`src/tspp_pkg.sv`:
```
// ----------------------------------------------------------------------------
// tspp_pkg
// Types and constants of the three-axis step pulse positioner.
// ----------------------------------------------------------------------------
package tspp_pkg;

	// Default and limits
	localparam int TSPP_NUM_AXES = 3;
	localparam int OUT_BITS      = 3;
	localparam int CFG_AXES      = 3;
	localparam int CFG_IDX_W     = 3;
	localparam int CFG_DATA_W    = 16;
	localparam int POS_W         = 32;
	localparam int CNT_W         = 16;

	localparam logic [CNT_W-1:0] DEFAULT_PERIOD   = 16'd999;
	localparam logic [CNT_W-1:0] DEFAULT_PRESCALE = 16'd71;

	// Register map
	localparam int REG_PERIOD_BASE   = 0;
	localparam int REG_PRESCALE_BASE = 3;

	// Request codes
	typedef enum logic [1:0] {
		REQ_MOVE = 2'd0,
		REQ_STOP = 2'd1,
		REQ_TICK = 2'd2,
		REQ_READ = 2'd3
	} req_t;

endpackage

```
`src/tspp_req_if.sv`:
```
// ----------------------------------------------------------------------------
// tspp_req_if
// Request channel: valid/ready handshake with request payload.
// ----------------------------------------------------------------------------
interface tspp_req_if;
	import tspp_pkg::*;

	logic                     valid;
	logic                     ready;
	req_t                     req_type;
	logic [1:0]               axis;
	logic signed [POS_W-1:0]  target_position;

	modport source (output valid, output req_type, output axis, output target_position,
		input ready);
	modport sink (input valid, input req_type, input axis, input target_position,
		output ready);
endinterface

```
`src/tspp_res_if.sv`:
```
// ----------------------------------------------------------------------------
// tspp_res_if
// Result channel: valid/ready handshake with status payload.
// ----------------------------------------------------------------------------
interface tspp_res_if;
	import tspp_pkg::*;

	logic                     valid;
	logic                     ready;
	logic [OUT_BITS-1:0]      step_pins;
	logic [OUT_BITS-1:0]      dir_pins;
	logic [OUT_BITS-1:0]      enable_pins;
	logic [OUT_BITS-1:0]      busy_res;
	logic [OUT_BITS-1:0]      done_res;
	logic signed [POS_W-1:0]  position;

	modport source (output valid, output step_pins, output dir_pins, output enable_pins,
		output busy_res, output done_res, output position, input ready);
	modport sink (input valid, input step_pins, input dir_pins, input enable_pins,
		input busy_res, input done_res, input position, output ready);
endinterface

```
`src/three_axis_step_pulse_positioner_top.sv`:
```
// ----------------------------------------------------------------------------
// three_axis_step_pulse_positioner_top
// Step/direction pulse generator with absolute positioning per axis.
// ----------------------------------------------------------------------------
// The request updates the axis state (counters, position, flags) at the
// accepting edge and the status is captured in a single output register, so
// a new request is taken every cycle as long as the result register is empty
// or being drained in that cycle. The per-axis next-state logic uses one
// 32-bit subtract for a move and one 17-bit compare pair for a tick. A tick
// request serves as the timer clock of every running axis; move and stop
// address one axis, read returns status only.
// Period and prescale registers take effect at once; zero acts as one.
// ----------------------------------------------------------------------------
module three_axis_step_pulse_positioner_top #(
	parameter int NUM_AXES = tspp_pkg::TSPP_NUM_AXES
) (
	input  logic                                 clk,
	input  logic                                 arst_n,
	tspp_req_if.sink                             req,
	tspp_res_if.source                           res,
	input  logic                                 cfg_we,
	input  logic [tspp_pkg::CFG_IDX_W-1:0]       cfg_index,
	input  logic [tspp_pkg::CFG_DATA_W-1:0]      cfg_data
);
	import tspp_pkg::*;

	logic                 in_xfer;
	logic                 res_valid_q;
	logic [NUM_AXES-1:0]  step_v, dir_v, en_v, busy_v, done_v;
	logic [POS_W-1:0]     pos_sel [NUM_AXES];
	logic [POS_W-1:0]     pos_or;
	logic [OUT_BITS-1:0]  step_o, dir_o, en_o, busy_o, done_o;

	logic [OUT_BITS-1:0]  step_q, dir_q, en_q, busy_q, done_q;
	logic [POS_W-1:0]     pos_q;

	// Take a request whenever the result register is free or being drained
	assign req.ready = !res_valid_q || res.ready;
	assign in_xfer   = req.valid && req.ready;

	// Per-axis timer and position state
	for (genvar i = 0; i < NUM_AXES; i++) begin : g_axis
		logic [CNT_W-1:0] period_lim, prescale_lim;
		logic [CNT_W-1:0] eff_per, eff_pre;
		logic [POS_W-1:0] pos_cur_q, pos_n;
		logic [POS_W-1:0] done_cnt_q, done_cnt_n;
		logic [POS_W-1:0] wanted_q, wanted_n;
		logic [CNT_W-1:0] pre_cnt_q, pre_cnt_n;
		logic [CNT_W-1:0] per_cnt_q, per_cnt_n;
		logic             dir_cur_q, dir_n;
		logic             run_q, run_n;
		logic             ena_q, ena_n;
		logic             done_n;
		logic             hit;
		logic [POS_W-1:0] diff;
		logic [POS_W-1:0] done_inc;
		logic [CNT_W:0]   pre_inc, per_inc;

		// Rate registers for axes on the register map, defaults elsewhere
		if (i < CFG_AXES) begin : g_cfg
			logic [CNT_W-1:0] period_q, prescale_q;

			always_ff @(posedge clk or negedge arst_n) begin
				if (!arst_n) begin
					period_q   <= DEFAULT_PERIOD;
					prescale_q <= DEFAULT_PRESCALE;
				end else if (cfg_we) begin
					if (cfg_index == CFG_IDX_W'(REG_PERIOD_BASE + i))
						period_q <= cfg_data;
					if (cfg_index == CFG_IDX_W'(REG_PRESCALE_BASE + i))
						prescale_q <= cfg_data;
				end
			end

			assign period_lim   = period_q;
			assign prescale_lim = prescale_q;
		end else begin : g_fix
			assign period_lim   = DEFAULT_PERIOD;
			assign prescale_lim = DEFAULT_PRESCALE;
		end

		assign eff_per  = (period_lim == '0) ? CNT_W'(1) : period_lim;
		assign eff_pre  = (prescale_lim == '0) ? CNT_W'(1) : prescale_lim;
		assign hit      = (32'(req.axis) == i);
		assign diff     = POS_W'(req.target_position) - pos_cur_q;
		assign done_inc = done_cnt_q + POS_W'(1);
		assign pre_inc  = {1'b0, pre_cnt_q} + (CNT_W+1)'(1);
		assign per_inc  = {1'b0, per_cnt_q} + (CNT_W+1)'(1);

		// Work out the axis state after this request
		always_comb begin
			pos_n      = pos_cur_q;
			done_cnt_n = done_cnt_q;
			wanted_n   = wanted_q;
			pre_cnt_n  = pre_cnt_q;
			per_cnt_n  = per_cnt_q;
			dir_n      = dir_cur_q;
			run_n      = run_q;
			ena_n      = ena_q;
			done_n     = 1'b0;
			unique case (req.req_type)
				REQ_MOVE: begin
					if (hit && diff != '0) begin
						dir_n      = !diff[POS_W-1];
						wanted_n   = diff[POS_W-1] ? (POS_W'(0) - diff) : diff;
						done_cnt_n = '0;
						pre_cnt_n  = '0;
						per_cnt_n  = '0;
						ena_n      = 1'b1;
						run_n      = 1'b1;
					end
				end
				REQ_STOP: begin
					if (hit) begin
						run_n = 1'b0;
						ena_n = 1'b0;
					end
				end
				REQ_TICK: begin
					if (run_q) begin
						if (pre_inc < {1'b0, eff_pre}) begin
							pre_cnt_n = pre_inc[CNT_W-1:0];
						end else begin
							pre_cnt_n = '0;
							if (per_inc < {1'b0, eff_per}) begin
								per_cnt_n = per_inc[CNT_W-1:0];
							end else begin
								// Period wrap: take one step
								per_cnt_n  = '0;
								done_cnt_n = done_inc;
								pos_n      = dir_cur_q ? (pos_cur_q + POS_W'(1))
									: (pos_cur_q - POS_W'(1));
								if (done_inc >= wanted_q) begin
									run_n  = 1'b0;
									done_n = 1'b1;
								end
							end
						end
					end
				end
				REQ_READ: begin
				end
			endcase
		end

		// Commit the axis state on each request transfer
		always_ff @(posedge clk or negedge arst_n) begin
			if (!arst_n) begin
				pos_cur_q  <= '0;
				done_cnt_q <= '0;
				wanted_q   <= '0;
				pre_cnt_q  <= '0;
				per_cnt_q  <= '0;
				dir_cur_q  <= 1'b1;
				run_q      <= 1'b0;
				ena_q      <= 1'b0;
			end else if (in_xfer) begin
				pos_cur_q  <= pos_n;
				done_cnt_q <= done_cnt_n;
				wanted_q   <= wanted_n;
				pre_cnt_q  <= pre_cnt_n;
				per_cnt_q  <= per_cnt_n;
				dir_cur_q  <= dir_n;
				run_q      <= run_n;
				ena_q      <= ena_n;
			end
		end

		// Status bits as seen after this request
		assign step_v[i]  = run_n && (per_cnt_n < (eff_per >> 1));
		assign dir_v[i]   = dir_n;
		assign en_v[i]    = ena_n;
		assign busy_v[i]  = run_n;
		assign done_v[i]  = done_n;
		assign pos_sel[i] = hit ? pos_n : '0;
	end

	// Pick the addressed axis position, zero if none
	always_comb begin
		pos_or = '0;
		for (int k = 0; k < NUM_AXES; k++)
			pos_or = pos_or | pos_sel[k];
	end

	// Fit the per-axis vectors to the status fields
	for (genvar b = 0; b < OUT_BITS; b++) begin : g_out
		if (b < NUM_AXES) begin : g_live
			assign step_o[b] = step_v[b];
			assign dir_o[b]  = dir_v[b];
			assign en_o[b]   = en_v[b];
			assign busy_o[b] = busy_v[b];
			assign done_o[b] = done_v[b];
		end else begin : g_none
			assign step_o[b] = 1'b0;
			assign dir_o[b]  = 1'b0;
			assign en_o[b]   = 1'b0;
			assign busy_o[b] = 1'b0;
			assign done_o[b] = 1'b0;
		end
	end

	// Result register: load on request transfer, drop on result transfer
	always_ff @(posedge clk or negedge arst_n) begin
		if (!arst_n) begin
			res_valid_q <= 1'b0;
		end else if (in_xfer) begin
			res_valid_q <= 1'b1;
		end else if (res.ready) begin
			res_valid_q <= 1'b0;
		end
	end

	always_ff @(posedge clk) begin
		if (in_xfer) begin
			step_q <= step_o;
			dir_q  <= dir_o;
			en_q   <= en_o;
			busy_q <= busy_o;
			done_q <= done_o;
			pos_q  <= pos_or;
		end
	end

	assign res.valid       = res_valid_q;
	assign res.step_pins   = step_q;
	assign res.dir_pins    = dir_q;
	assign res.enable_pins = en_q;
	assign res.busy_res    = busy_q;
	assign res.done_res    = done_q;
	assign res.position    = pos_q;

endmodule

```
`src/flat_wrapper.sv`:
```
// flat-port wrapper written by rule: the top's interface ports become plain ports
module three_axis_step_pulse_positioner_top_flat import tspp_pkg::*;
#(
	parameter int NUM_AXES = tspp_pkg::TSPP_NUM_AXES
)
  (clk, arst_n, cfg_we, cfg_index, cfg_data, req_valid, req_req_type, req_axis, req_target_position, req_ready, res_valid, res_step_pins, res_dir_pins, res_enable_pins, res_busy_res, res_done_res, res_position, res_ready);
  tspp_req_if req_i ();
  tspp_res_if res_i ();
  input  logic clk;
  input  logic arst_n;
  input  logic cfg_we;
  input  logic [tspp_pkg::CFG_IDX_W-1:0] cfg_index;
  input  logic [tspp_pkg::CFG_DATA_W-1:0] cfg_data;
  input wire logic [$bits(req_i.valid)-1:0] req_valid;
  input wire logic [$bits(req_i.req_type)-1:0] req_req_type;
  input wire logic [$bits(req_i.axis)-1:0] req_axis;
  input wire logic [$bits(req_i.target_position)-1:0] req_target_position;
  output wire logic [$bits(req_i.ready)-1:0] req_ready;
  output wire logic [$bits(res_i.valid)-1:0] res_valid;
  output wire logic [$bits(res_i.step_pins)-1:0] res_step_pins;
  output wire logic [$bits(res_i.dir_pins)-1:0] res_dir_pins;
  output wire logic [$bits(res_i.enable_pins)-1:0] res_enable_pins;
  output wire logic [$bits(res_i.busy_res)-1:0] res_busy_res;
  output wire logic [$bits(res_i.done_res)-1:0] res_done_res;
  output wire logic [$bits(res_i.position)-1:0] res_position;
  input wire logic [$bits(res_i.ready)-1:0] res_ready;
  assign req_i.valid = req_valid;
  assign req_i.req_type = req_req_type;
  assign req_i.axis = req_axis;
  assign req_i.target_position = req_target_position;
  assign req_ready = req_i.ready;
  assign res_valid = res_i.valid;
  assign res_step_pins = res_i.step_pins;
  assign res_dir_pins = res_i.dir_pins;
  assign res_enable_pins = res_i.enable_pins;
  assign res_busy_res = res_i.busy_res;
  assign res_done_res = res_i.done_res;
  assign res_position = res_i.position;
  assign res_i.ready = res_ready;
  three_axis_step_pulse_positioner_top #(.NUM_AXES(NUM_AXES)) u_core (.clk(clk), .arst_n(arst_n), .req(req_i), .res(res_i), .cfg_we(cfg_we), .cfg_index(cfg_index), .cfg_data(cfg_data));
endmodule
```
`config.mk`:
```
export PLATFORM = sky130hd
export DESIGN_NAME = three_axis_step_pulse_positioner_top_flat
export DESIGN_NICKNAME = d
export VERILOG_FILES = /design/src/tspp_pkg.sv /design/src/tspp_req_if.sv /design/src/tspp_res_if.sv /design/src/three_axis_step_pulse_positioner_top.sv /design/src/flat_wrapper.sv
export SDC_FILE = /design/constraint.sdc
export NUM_CORES = 2
export LEC_CHECK = 0
export ABC_AREA = 1
export BUFFER_PORTS_ARGS = -buffer_cell sky130_fd_sc_hd__buf_2
export CAP_MARGIN = 10
export CORE_MARGIN = 10
export CORE_UTILIZATION = 59
export DETAILED_ROUTE_END_ITERATION = 6
export MAX_ROUTING_LAYER = met4
export PLACE_DENSITY = 0.77
export SLEW_MARGIN = 20
export SYNTH_ARGS = -nofsm -noshare
export SYNTH_HDL_FRONTEND = slang
export SYNTH_SLANG_ARGS = --single-unit
```
`constraint.sdc`:
```
create_clock -name clk -period 4.6 [get_ports clk]
set_clock_uncertainty 0.1 [all_clocks]
set_input_delay 0.23 -clock clk [delete_from_list [all_inputs] [get_ports clk]]
set_output_delay 0.23 -clock clk [all_outputs]
set_load 0.05 [all_outputs]
```
==> run metrics <==
share of cells above drive strength 1 10.2%; Slew Viols, Final 0; Post-Layout Inst Area 51,400 µm²; utilization after layout 67.4%; worst hold path type input port to flop; Reg2Reg Launch Point u_core.g_axis[1].done_cnt_q[2]$_DFFE_PN0P_; pwr dens 524 nW/µm²; syn_area_per_cell 7.01 µm²; PortBufs 108; sequential-to-total area share from yosys stat 30.1%; Placer Congestion 1.02; Critical-path top delay cell dfrtp_1; syn_nets 6,996; Distinct cells, synth 73; switching pwr 12.5 mW; Worst-path clk slew 0.06 ns; largest cells by area after synthesis dfrtp_1 (25%), nand2_1 (13%), ha_1 (12%); Total Nets Final 7,233; Max VDD drop 0.372 mV; worst-margin pin slew 1.10 ns; Remaining Overflow, GRT 0; Fmax 221 MHz; DP Area 48,000 µm²; crit path kind flop to flop; Fill cells 6,655; min-delay src cfg_data[4]; Clock H-tree levels 3; die width 298 µm; r2r endpoint u_core.res.step_pins[1]$_DFFE_PP_; clock buffer count from CTS 67; slowest stage delay, CP 0.38 ns; core area 76,200 µm²; number of synthesized flops with an enable pin 47; Synth Warn # 0; vias in the first global route 40.9k; worst hold path depth 3; final cycle utilization of the critical path 98.6%; Worst-Skew Late Latency 0.63 ns; die height 298 µm; CTS tree yes; WHS 0.0386 ns; status finished, final reports clean; dominant cell type by area after synthesis dfrtp_1; CTS Sinks 537; async set-reset flop share out of synthesis 91.2%; WL final 142 mm; count leader, synth nand2_1; per-cell routed wire length 18.1 µm; final hold vios 0; DRC 0; switch share 46.3%; data required time of the critical path 4.96 ns; initial antenna violation count 7; Via Count 44.1k; Initial DRC Count 3,833; crit path from u_core.g_axis[1].done_cnt_q[2]$_DFFE_PN0P_; Pleak 26.0 nW; sequential cell area 13,700 µm²; final setup fails 0; R2R setup slack 0.07 ns; Root Driver clkbuf_16; Synth Instances 6,504; global-route wire length before repair 221 mm; Post-Syn Area 45,600 µm²; Starting Density 59.8%; antenna-violating nets left 0; # rows 101; total power 26.9 mW; Pre-antenna DRT Iters 6; R2R depth 30; CP Capture Type flop; Worst Hold End u_core.g_axis[0].g_cfg.period_q[4]$_DFFE_PN0P_; synth cell count leaders nand2_1 (1,637), inv_1 (1,130), o21ai_0 (562); footprint of the multi-input gates 27,600 µm²; HPWL Detailed 110 mm; Comb pwr share 54.1%; Flop pwr share 25.3%; largest fanout on the critical path 4; Via density 5.62; area grow syn2layout 12.8%; pin count of the biggest net entering global routing 182; max cap viols 0; DIE AREA 88,700 µm²; Top-Level Pins 109; internal power 14.4 mW; prevailing post-synth register cell dfrtp_1; CP dominant cell by count nand2_1; register bit total from synthesis 537; slew margin rel. 26.7%; Final Critical Period 4.53 ns; Worst Path Arrival 4.90 ns; clk buf depth 3; RSZ-0062 raised after global routing true; clock power share 20.7%; Critical Path Start Type flop; area share of the largest cell type after synthesis 24.8%; gr usage total 31.5%
worst max-delay path: cells and delay by family, from the launching register on:
| kind | cells | cell delay, ns |
|---|---|---|
| buf+inv | 6 | 0.65 |
| compound gates | 6 | 0.85 |
| flops | 1 | 0.38 |
| simple gates | 17 | 2.09 |
| fa+ha+maj | 1 | 0.30 |
sequential cells by signal (all words and copies together) (netlist names), 32 cells and up:
signal                          count
u_core.g_axis.g_cfg.prescale_q     48
u_core.g_axis.per_cnt_q            48
u_core.g_axis.pre_cnt_q            48
u_core.g_axis.wanted_q             96
u_core.res.position                32
u_core.g_axis.pos_cur_q            96
u_core.g_axis.g_cfg.period_q       48
u_core.g_axis.done_cnt_q           96
area by class of cell:
| cell class | count | area share, % |
|---|---|---|
| timing repair buffer | 299 | 4.22 |
| clock inverter | 31 | 0.799 |
| sequential | 537 | 26.7 |
| tap | 1030 | 2.51 |
| clock buffer | 93 | 3.63 |
| multi-input combinational | 4687 | 53.7 |
| inverter | 1149 | 8.43 |
| antenna | 8 | 0.0390 |
cells by family after synthesis:
family                     Yosys count  share of synthesized area [%]
and+or+nand+nor                   2676                           25.0
buffers and inverters             1281                           10.8
AOI/OAI and AO/OA                 1248                           15.7
DFF                                537                           30.1
adders and majority gates          432                           12.0
xor gates and xnor gates           330                           6.39
metal layers:
layer | routed length (µm) | global-route usage [%] | share of wire [%]
met1 | 63400 | 42.5 | 45
met5 | 0 | - | 0
met3 | 11300 | 5.40 | 8.0
met2 | 61700 | 47.3 | 44
met4 | 5420 | 11.0 | 3.8
power by group through the flow:
stage                     Sequential, mW  Clock, mW  Combinational [mW]
after floorplan                     6.78          0                10.3
after global placement              6.79          0                13.8
after detailed placement            6.82          0                14.0
after CTS                           6.76       5.62                14.1
after global routing                6.93       5.81                16.4
final                               6.80       5.56                14.6
placed cells by master, fill, tap and decap left out, types with 164 or more instances in the layout:
master   synthesis  final
nand2_1       1637   1627
inv_1         1130   1124
o21ai_0        562    547
dfrtp_1        451    449
ha_1           426    423
nor2_1         415    389
a21oi_1        332    328
xor2_1         247    245
nand3_1        242    221
buf_4            3    164
worst max-delay path by stage:
stage,depth (start not counted),slack [ns],to
3_3_place_gp,25,-0.06,u_core.res.step_pins[0]$_DFFE_PP_
3_5_place_dp,30,-0.22,u_core.res.step_pins[1]$_DFFE_PP_
4_1_cts,30,-0.02,u_core.res.step_pins[1]$_DFFE_PP_
5_1_grt,30,-0.30,u_core.res.step_pins[1]$_DFFE_PP_
6_report,30,0.07,u_core.res.step_pins[1]$_DFFE_PP_
2_1_floorplan,25,0.34,u_core.res.step_pins[2]$_DFFE_PP_
metrics by stage:
step	setup TNS, ns	instances	setup WS, ns
3_5_place_dp	-0.456	7651	-0.222
3_3_place_gp	-0.118	7651	-0.0573
4_1_cts	-0.0208	7786	-0.0208
2_1_floorplan	0	6504	0.338
6_report	0	7834	0.0662
5_1_grt	-0.661	7829	-0.302
timing repair:
item | in CTS | in global routing
hold endpoints to repair | 108 | 0
resized for setup | 9 | 143
hold buffers | 11 | 0
setup buffers | 0 | 39
setup endpoints to repair | 4 | 55
pin swaps | 0 | 58
gates cloned | 0 | 1
(Power assumes the default switching activity.)
